File: src/rtl/core/sldec_pkg.sv
`timescale 1ns / 1ps

package sldec_pkg;

    localparam logic [15:0] CRC_INIT = 16'hFFFF;
    localparam logic [15:0] CRC_POLY = 16'h1021;
    localparam logic [15:0] CRC_MSB  = 16'h8000;

    localparam logic [1:0] CFG_SYNC_FIRST    = 2'd0;
    localparam logic [1:0] CFG_SYNC_SECOND   = 2'd1;
    localparam logic [1:0] CFG_PAYLOAD_LIMIT = 2'd2;
    localparam logic [1:0] CFG_RESPONSE_MASK = 2'd3;

    localparam logic [7:0] RST_SYNC_FIRST    = 8'd0;
    localparam logic [7:0] RST_SYNC_SECOND   = 8'd0;
    localparam logic [7:0] RST_PAYLOAD_LIMIT = 8'd255;
    localparam logic [7:0] RST_RESPONSE_MASK = 8'd128;

    localparam logic KIND_PAYLOAD = 1'b0;
    localparam logic KIND_REPORT  = 1'b1;

    localparam logic STATUS_OK  = 1'b0;
    localparam logic STATUS_BAD = 1'b1;

    typedef enum logic [6:0] {
        PH_HUNT    = 7'b0000001,
        PH_CMD     = 7'b0000010,
        PH_SEQ     = 7'b0000100,
        PH_LEN     = 7'b0001000,
        PH_PAYLOAD = 7'b0010000,
        PH_CRC_LO  = 7'b0100000,
        PH_CRC_HI  = 7'b1000000
    } phase_t;

    typedef struct packed {
        logic [7:0] sync_first;
        logic [7:0] sync_second;
        logic [7:0] payload_limit;
        logic [7:0] response_mask;
    } cfg_t;

    typedef struct packed {
        logic       valid;
        logic       kind;
        logic [7:0] data_byte;
        logic       frame_status;
        logic [7:0] command_code;
        logic       resp_flag;
        logic [7:0] sequence_res;
        logic [7:0] payload_length;
    } res_t;

    // CRC-16/CCITT-FALSE, one byte, MSB first
    function automatic logic [15:0] crc_byte(input logic [15:0] crc_in, input logic [7:0] b);
        logic [15:0] c;
        c = crc_in ^ {b, 8'h00};
        for (int i = 0; i < 8; i++) begin
            if ((c & CRC_MSB) != 16'h0000) begin
                c = {c[14:0], 1'b0} ^ CRC_POLY;
            end
            else begin
                c = {c[14:0], 1'b0};
            end
        end
        return c;
    endfunction

endpackage

File: src/rtl/core/sldec_parser.sv
`timescale 1ns / 1ps

module sldec_parser
(
    input  logic                clk,
    input  logic                rst_n,
    input  logic                step,
    input  logic [7:0]          rx_byte,
    input  sldec_pkg::cfg_t     cfg,
    output sldec_pkg::res_t     res
);

    sldec_pkg::phase_t phase_reg, phase_next;
    logic              saw_first_reg, saw_first_next;
    logic [7:0]        command_reg, command_next;
    logic [7:0]        sequence_reg, sequence_next;
    logic [7:0]        length_reg, length_next;
    logic [7:0]        left_reg, left_next;
    logic [15:0]       crc_reg, crc_next;
    logic [7:0]        crc_lo_reg, crc_lo_next;

    logic [15:0]       crc_upd;
    logic [7:0]        left_dec;

    assign crc_upd  = sldec_pkg::crc_byte(crc_reg, rx_byte);
    assign left_dec = left_reg - 8'd1;

    always_comb
    begin
        phase_next     = phase_reg;
        saw_first_next = saw_first_reg;
        command_next   = command_reg;
        sequence_next  = sequence_reg;
        length_next    = length_reg;
        left_next      = left_reg;
        crc_next       = crc_reg;
        crc_lo_next    = crc_lo_reg;
        res            = '0;

        if (step)
        begin
            unique case (phase_reg)
                sldec_pkg::PH_CMD:
                begin
                    command_next = rx_byte;
                    crc_next     = sldec_pkg::crc_byte(sldec_pkg::CRC_INIT, rx_byte);
                    phase_next   = sldec_pkg::PH_SEQ;
                end
                sldec_pkg::PH_SEQ:
                begin
                    sequence_next = rx_byte;
                    crc_next      = crc_upd;
                    phase_next    = sldec_pkg::PH_LEN;
                end
                sldec_pkg::PH_LEN:
                begin
                    length_next = rx_byte;
                    crc_next    = crc_upd;
                    if (rx_byte > cfg.payload_limit)
                    begin
                        res.valid          = 1'b1;
                        res.kind           = sldec_pkg::KIND_REPORT;
                        res.frame_status   = sldec_pkg::STATUS_BAD;
                        res.command_code   = command_reg & ~cfg.response_mask;
                        res.resp_flag      = |(command_reg & cfg.response_mask);
                        res.sequence_res   = sequence_reg;
                        res.payload_length = rx_byte;
                        phase_next         = sldec_pkg::PH_HUNT;
                        saw_first_next     = 1'b0;
                    end
                    else
                    begin
                        left_next  = rx_byte;
                        phase_next = (rx_byte == 8'd0) ? sldec_pkg::PH_CRC_LO
                                                       : sldec_pkg::PH_PAYLOAD;
                    end
                end
                sldec_pkg::PH_PAYLOAD:
                begin
                    crc_next      = crc_upd;
                    left_next     = left_dec;
                    if (left_dec == 8'd0)
                    begin
                        phase_next = sldec_pkg::PH_CRC_LO;
                    end
                    res.valid     = 1'b1;
                    res.kind      = sldec_pkg::KIND_PAYLOAD;
                    res.data_byte = rx_byte;
                end
                sldec_pkg::PH_CRC_LO:
                begin
                    crc_lo_next = rx_byte;
                    phase_next  = sldec_pkg::PH_CRC_HI;
                end
                sldec_pkg::PH_CRC_HI:
                begin
                    res.valid          = 1'b1;
                    res.kind           = sldec_pkg::KIND_REPORT;
                    res.frame_status   = ({rx_byte, crc_lo_reg} == crc_reg)
                                         ? sldec_pkg::STATUS_OK : sldec_pkg::STATUS_BAD;
                    res.command_code   = command_reg & ~cfg.response_mask;
                    res.resp_flag      = |(command_reg & cfg.response_mask);
                    res.sequence_res   = sequence_reg;
                    res.payload_length = length_reg;
                    phase_next         = sldec_pkg::PH_HUNT;
                    saw_first_next     = 1'b0;
                end
                default:
                begin
                    // hunting; unknown codes land here too
                    phase_next = sldec_pkg::PH_HUNT;
                    if (saw_first_reg && (rx_byte == cfg.sync_second))
                    begin
                        saw_first_next = 1'b0;
                        phase_next     = sldec_pkg::PH_CMD;
                    end
                    else
                    begin
                        saw_first_next = (rx_byte == cfg.sync_first);
                    end
                end
            endcase
        end
    end

    always_ff @(posedge clk or negedge rst_n)
    begin
        if (!rst_n)
        begin
            phase_reg     <= sldec_pkg::PH_HUNT;
            saw_first_reg <= 1'b0;
            command_reg   <= 8'd0;
            sequence_reg  <= 8'd0;
            length_reg    <= 8'd0;
            left_reg      <= 8'd0;
            crc_reg       <= sldec_pkg::CRC_INIT;
            crc_lo_reg    <= 8'd0;
        end
        else
        begin
            phase_reg     <= phase_next;
            saw_first_reg <= saw_first_next;
            command_reg   <= command_next;
            sequence_reg  <= sequence_next;
            length_reg    <= length_next;
            left_reg      <= left_next;
            crc_reg       <= crc_next;
            crc_lo_reg    <= crc_lo_next;
        end
    end

endmodule

File: src/rtl/core/sync_length_crc16_frame_decoder.sv
`timescale 1ns / 1ps

// Framed byte-stream decoder: hunts for the sync pair, reads command,
// sequence and length, passes each payload byte out as it arrives and checks
// a little-endian CRC-16/CCITT-FALSE over command through payload, ending
// each frame with one report transfer (status, command without response bits,
// response flag, sequence, length). An overlong length ends the frame as bad
// at once. One byte is taken per cycle when in_stall is low: the byte sits in
// an input register, the parser and byte-wide CRC update work on it
// combinationally, and the result goes to an output register. A stalled
// result holds the input register, which then stalls the input. The user must
// write configuration only while the decoder is idle; it is not enforced here.
module sync_length_crc16_frame_decoder
(
    input  logic       clk,
    input  logic       rst_n,

    input  logic       cfg_we,
    input  logic [1:0] cfg_index,
    input  logic [7:0] cfg_data,

    input  logic       in_valid,
    output logic       in_stall,
    input  logic [7:0] rx_byte,

    output logic       out_valid,
    input  logic       out_stall,
    output logic       kind,
    output logic [7:0] data_byte,
    output logic       frame_status,
    output logic [7:0] command_code,
    output logic       resp_flag,
    output logic [7:0] sequence_res,
    output logic [7:0] payload_length
);

    sldec_pkg::cfg_t cfg_reg;

    logic            in_valid_reg;
    logic [7:0]      in_byte_reg;
    sldec_pkg::res_t out_reg;
    sldec_pkg::res_t res;
    logic            advance;
    logic            step;

    always_ff @(posedge clk or negedge rst_n)
    begin
        if (!rst_n)
        begin
            cfg_reg.sync_first    <= sldec_pkg::RST_SYNC_FIRST;
            cfg_reg.sync_second   <= sldec_pkg::RST_SYNC_SECOND;
            cfg_reg.payload_limit <= sldec_pkg::RST_PAYLOAD_LIMIT;
            cfg_reg.response_mask <= sldec_pkg::RST_RESPONSE_MASK;
        end
        else if (cfg_we)
        begin
            unique case (cfg_index)
                sldec_pkg::CFG_SYNC_FIRST:    cfg_reg.sync_first    <= cfg_data;
                sldec_pkg::CFG_SYNC_SECOND:   cfg_reg.sync_second   <= cfg_data;
                sldec_pkg::CFG_PAYLOAD_LIMIT: cfg_reg.payload_limit <= cfg_data;
                sldec_pkg::CFG_RESPONSE_MASK: cfg_reg.response_mask <= cfg_data;
                default: ;
            endcase
        end
    end

    // output register free or being emptied this cycle
    assign advance  = !out_reg.valid || !out_stall;
    assign step     = in_valid_reg && advance;
    assign in_stall = in_valid_reg && !advance;

    always_ff @(posedge clk or negedge rst_n)
    begin
        if (!rst_n)
        begin
            in_valid_reg <= 1'b0;
        end
        else if (!in_stall)
        begin
            in_valid_reg <= in_valid;
        end
    end

    always_ff @(posedge clk)
    begin
        if (in_valid && !in_stall)
        begin
            in_byte_reg <= rx_byte;
        end
    end

    sldec_parser u_parser
    (
        .clk     (clk),
        .rst_n   (rst_n),
        .step    (step),
        .rx_byte (in_byte_reg),
        .cfg     (cfg_reg),
        .res     (res)
    );

    // res is all zero when no result is produced
    always_ff @(posedge clk or negedge rst_n)
    begin
        if (!rst_n)
        begin
            out_reg <= '0;
        end
        else if (advance)
        begin
            out_reg <= res;
        end
    end

    assign out_valid      = out_reg.valid;
    assign kind           = out_reg.kind;
    assign data_byte      = out_reg.data_byte;
    assign frame_status   = out_reg.frame_status;
    assign command_code   = out_reg.command_code;
    assign resp_flag      = out_reg.resp_flag;
    assign sequence_res   = out_reg.sequence_res;
    assign payload_length = out_reg.payload_length;

endmodule
File: config.mk
export PLATFORM = sky130hd
export DESIGN_NAME = sync_length_crc16_frame_decoder
export DESIGN_NICKNAME = d
export VERILOG_FILES = /design/src/rtl/core/sldec_pkg.sv /design/src/rtl/core/sldec_parser.sv /design/src/rtl/core/sync_length_crc16_frame_decoder.sv
export SDC_FILE = /design/constraint.sdc
export NUM_CORES = 1
export LEC_CHECK = 0
export BUFFER_PORTS_ARGS = -buffer_cell sky130_fd_sc_hd__clkbuf_2
export CAP_MARGIN = 20
export CORE_MARGIN = 2
export CORE_UTILIZATION = 32
export DETAILED_ROUTE_END_ITERATION = 8
export PLACE_DENSITY = 0.49
export SYNTH_ARGS = -nofsm -noshare
export SYNTH_HDL_FRONTEND = slang
export SYNTH_HIERARCHICAL = 1
export SYNTH_SLANG_ARGS = --single-unit
export TNS_END_PERCENT = 100
File: constraint.sdc
create_clock -name clk -period 7.6 [get_ports clk]
set_input_delay 2.28 -clock clk [delete_from_list [all_inputs] [get_ports clk]]
set_output_delay 2.28 -clock clk [all_outputs]
set_load 0.02 [all_outputs]
==> out/qor.txt <==
Synth area leaders - dfrtp_1 36%, mux2_2 15%, dfstp_2 9.3%
clk sinks - 141
post-cts sizing count - 0
fin worst setup slack - 2.262 ns
Final Hold Viols - 0
area share of the largest cell type after synthesis - 36.31%
vias per cell - 5.121
Slew HR - 35.36%
R2R Setup Slk - 3.78 ns
RSZ-0062 raised after global routing - no
predominant post-synthesis flop cell - dfrtp_1
Port-buffer cells - 59
status - finished clean
DP HPWL - 12050 um
Period minus WS final - 5.339 ns
GP Congestion - 0.7972
I/O Pins - 60
worst hold path class - flip-flop to flip-flop
Final nets - 722
Design Power - 0.001955 W
required time worst endpoint - 7.91 ns
Syn Area/Cell - 11.50 um2
Setup crit end kind - flip-flop
most frequent cell after synthesis - dfrtp_1
Setup Total Neg Slack - 0 ns
die area - 24270 um2
routed length per instance - 18.23 um
Initial Util - 32.57%
register bit total from synthesis - 141
drt pass-1 iters - 6
PD cells - 229.1 nW/um2
Data arrival, critical path - 5.65 ns
CTS tree - done
GRT overflow - 0
Clock Pin Slew Worst Setup and Hold Paths - 0.07 ns
Setup WS pre-CTS - 1.918 ns
Die Wd - 155.8 um
row cnt - 55
CP max-delay cell - nand2_1
CP bufs+invs - 2
leading area contributor after synthesis - dfrtp_1
Die Y - 155.8 um
CP Max Fanout - 37
Ant. Diodes - 0
Clock Latency Late Sink - 0.42 ns
Setup CP Type - input port to flip-flop
Post-Syn Area - 7373 um2
Async SR Flop Fraction - 94.33%
H-tree lvl count - 4
Fmax achieved - 187.3 MHz
drc violations - 0
final wirelength - 17990 um
Cells after Synth - 641
largest net degree at the start of global routing - 76
warnings from Yosys - 6
Largest register FFs - 32
Final Setup Violations - 0
post-synthesis cell type count - 70
Layout Cells excl Fill - 987
Final ANT Viol Nets - 0
worst path cell trace - clkbuf_2 -> nand2_2 -> and2_1 -> buf_4 -> nor4b_1 -> nand2_1 -> a211oi_1 -> o22ai_1
worst stage delay on the critical path - 0.67 ns
Post-synth EDFFs - 8
Post-synth top cells - 107 x dfrtp_1, 100 x mux2_2, 39 x xnor2_1
CP Launch Type - input port
clock tree buffer depth - 2
hold_buf cts - 0
Max Cap Violations - 0
family with the most delay on the worst path - simple AND/OR/NAND/NOR gates
clk root buf - clkbuf_16
Post-CTS Setup Bufs - 0
sequential share of the synthesized area - 48.84%
net count after synthesis - 674
vias in the first global route - 5323
fin crit share - 70.24%
Tightest Pin Transition - 0.9695 ns
total CTS buffers - 17
area delta synth->final - 15.71%
Clock Skew - 0.007010 ns
First DRT Iteration DRCs - 228
share of cells above drive strength 1 - 35.47%
worst vdd ir - 144.0 uV
total track usage - 15.47%
final max-slew violation count - 0
Vias - 5054
first-pass GRT wire length - 29100 um
initial antenna violation count - 0
Placed Cells incl. Taps - 955
Core ar. - 22640 um2
P_leak - 3.859 nW
## path summary, 6_finish.rpt
path | startpoint | endpoint | cells past startpoint
max in group asynchronous | rst_n | u_parser/left_reg[2] | 2
worst max register to register | out_valid | u_parser/crc_reg[15] | 7
worst min-delay path | u_parser/length_reg[0] | u_parser/length_reg[0] | 2
min in group asynchronous | rst_n | cfg_reg[22] | 1
worst min register to register | u_parser/length_reg[0] | u_parser/length_reg[0] | 2
worst max-delay path | out_stall | u_parser/crc_reg[15] | 8
## layer usage
metal	vias to the layer above	wire [um]	GRT usage, %	part of all wire [%]
met5	-	0	0	0
met4	0	426	6.946	2.4
met3	27	433	2.611	2.4
met2	80	9347	27.31	52
met1	2571	7784	18.50	43
li1	2376	-	-	-
## metrics by stage
stage | hold slack (ns) | cell area [um2] | utilization [%]
3_3_place_gp | 0.4637 | 7920 | 34.98
3_5_place_dp | 0.4751 | 7920 | 34.98
6_report | 0.4890 | 8532 | 37.68
5_1_grt | 0.5043 | 8532 | 37.68
2_1_floorplan | 0.4418 | 7373 | -
4_1_cts | 0.4876 | 8532 | 37.68
## power breakdown
part / leakage (nW) / switching [W] / internal [W]
Combinational: 1.77 / 0.000116 / 0.000105
Clock: 0.303 / 0.000355 / 0.000507
Sequential: 1.78 / 0.0000478 / 0.000824
## layout make-up
type                            count  area, um2
Fill cell                        2183      14110
Sequential cell                   141       3601
Multi-Input combinational cell    443       3526
Clock buffer                       18      439.2
Timing Repair Buffer               69      372.9
Tap cell                          285      356.6
Clock inverter                     14      172.7
Inverter                           17      63.81
## worst register-to-register path: cells and delay by family (launching register included)
kind                   cells  cell delay [ns]
buffers and inverters      1             0.29
AND/OR/NAND/NOR            4             2.43
AO/OA/AOI/OAI              2             0.57
flip-flops                 1             0.42
## layout by cell type (no fill, tap or decap), drive strengths merged, types with 10 or more instances in the layout
cell type	synthesis	final
dfstp	26	26
and3	10	10
nor2b	13	13
ha	10	10
and2	11	11
nor2	33	33
o21ai	33	33
clkbuf	29	76
nand2	30	30
buf	11	11
inv	17	26
xor2	37	37
xnor2	39	39
mux2	101	101
nor4	11	11
dfrtp	107	107
nor3	12	12
## cell families after synthesis
logic type               after synthesis  synth area share (%)
AND/OR/NAND/NOR                      172                 13.76
XOR/XNOR                              76                 9.028
multiplexers                         101                 15.43
flip-flops                           141                 48.84
AO/OA/AOI/OAI                         84                 7.908
buffers and inverters                 57                 3.343
adder cells (fa/ha/maj)               10                 1.697
Power figures use the tool's default switching activity.
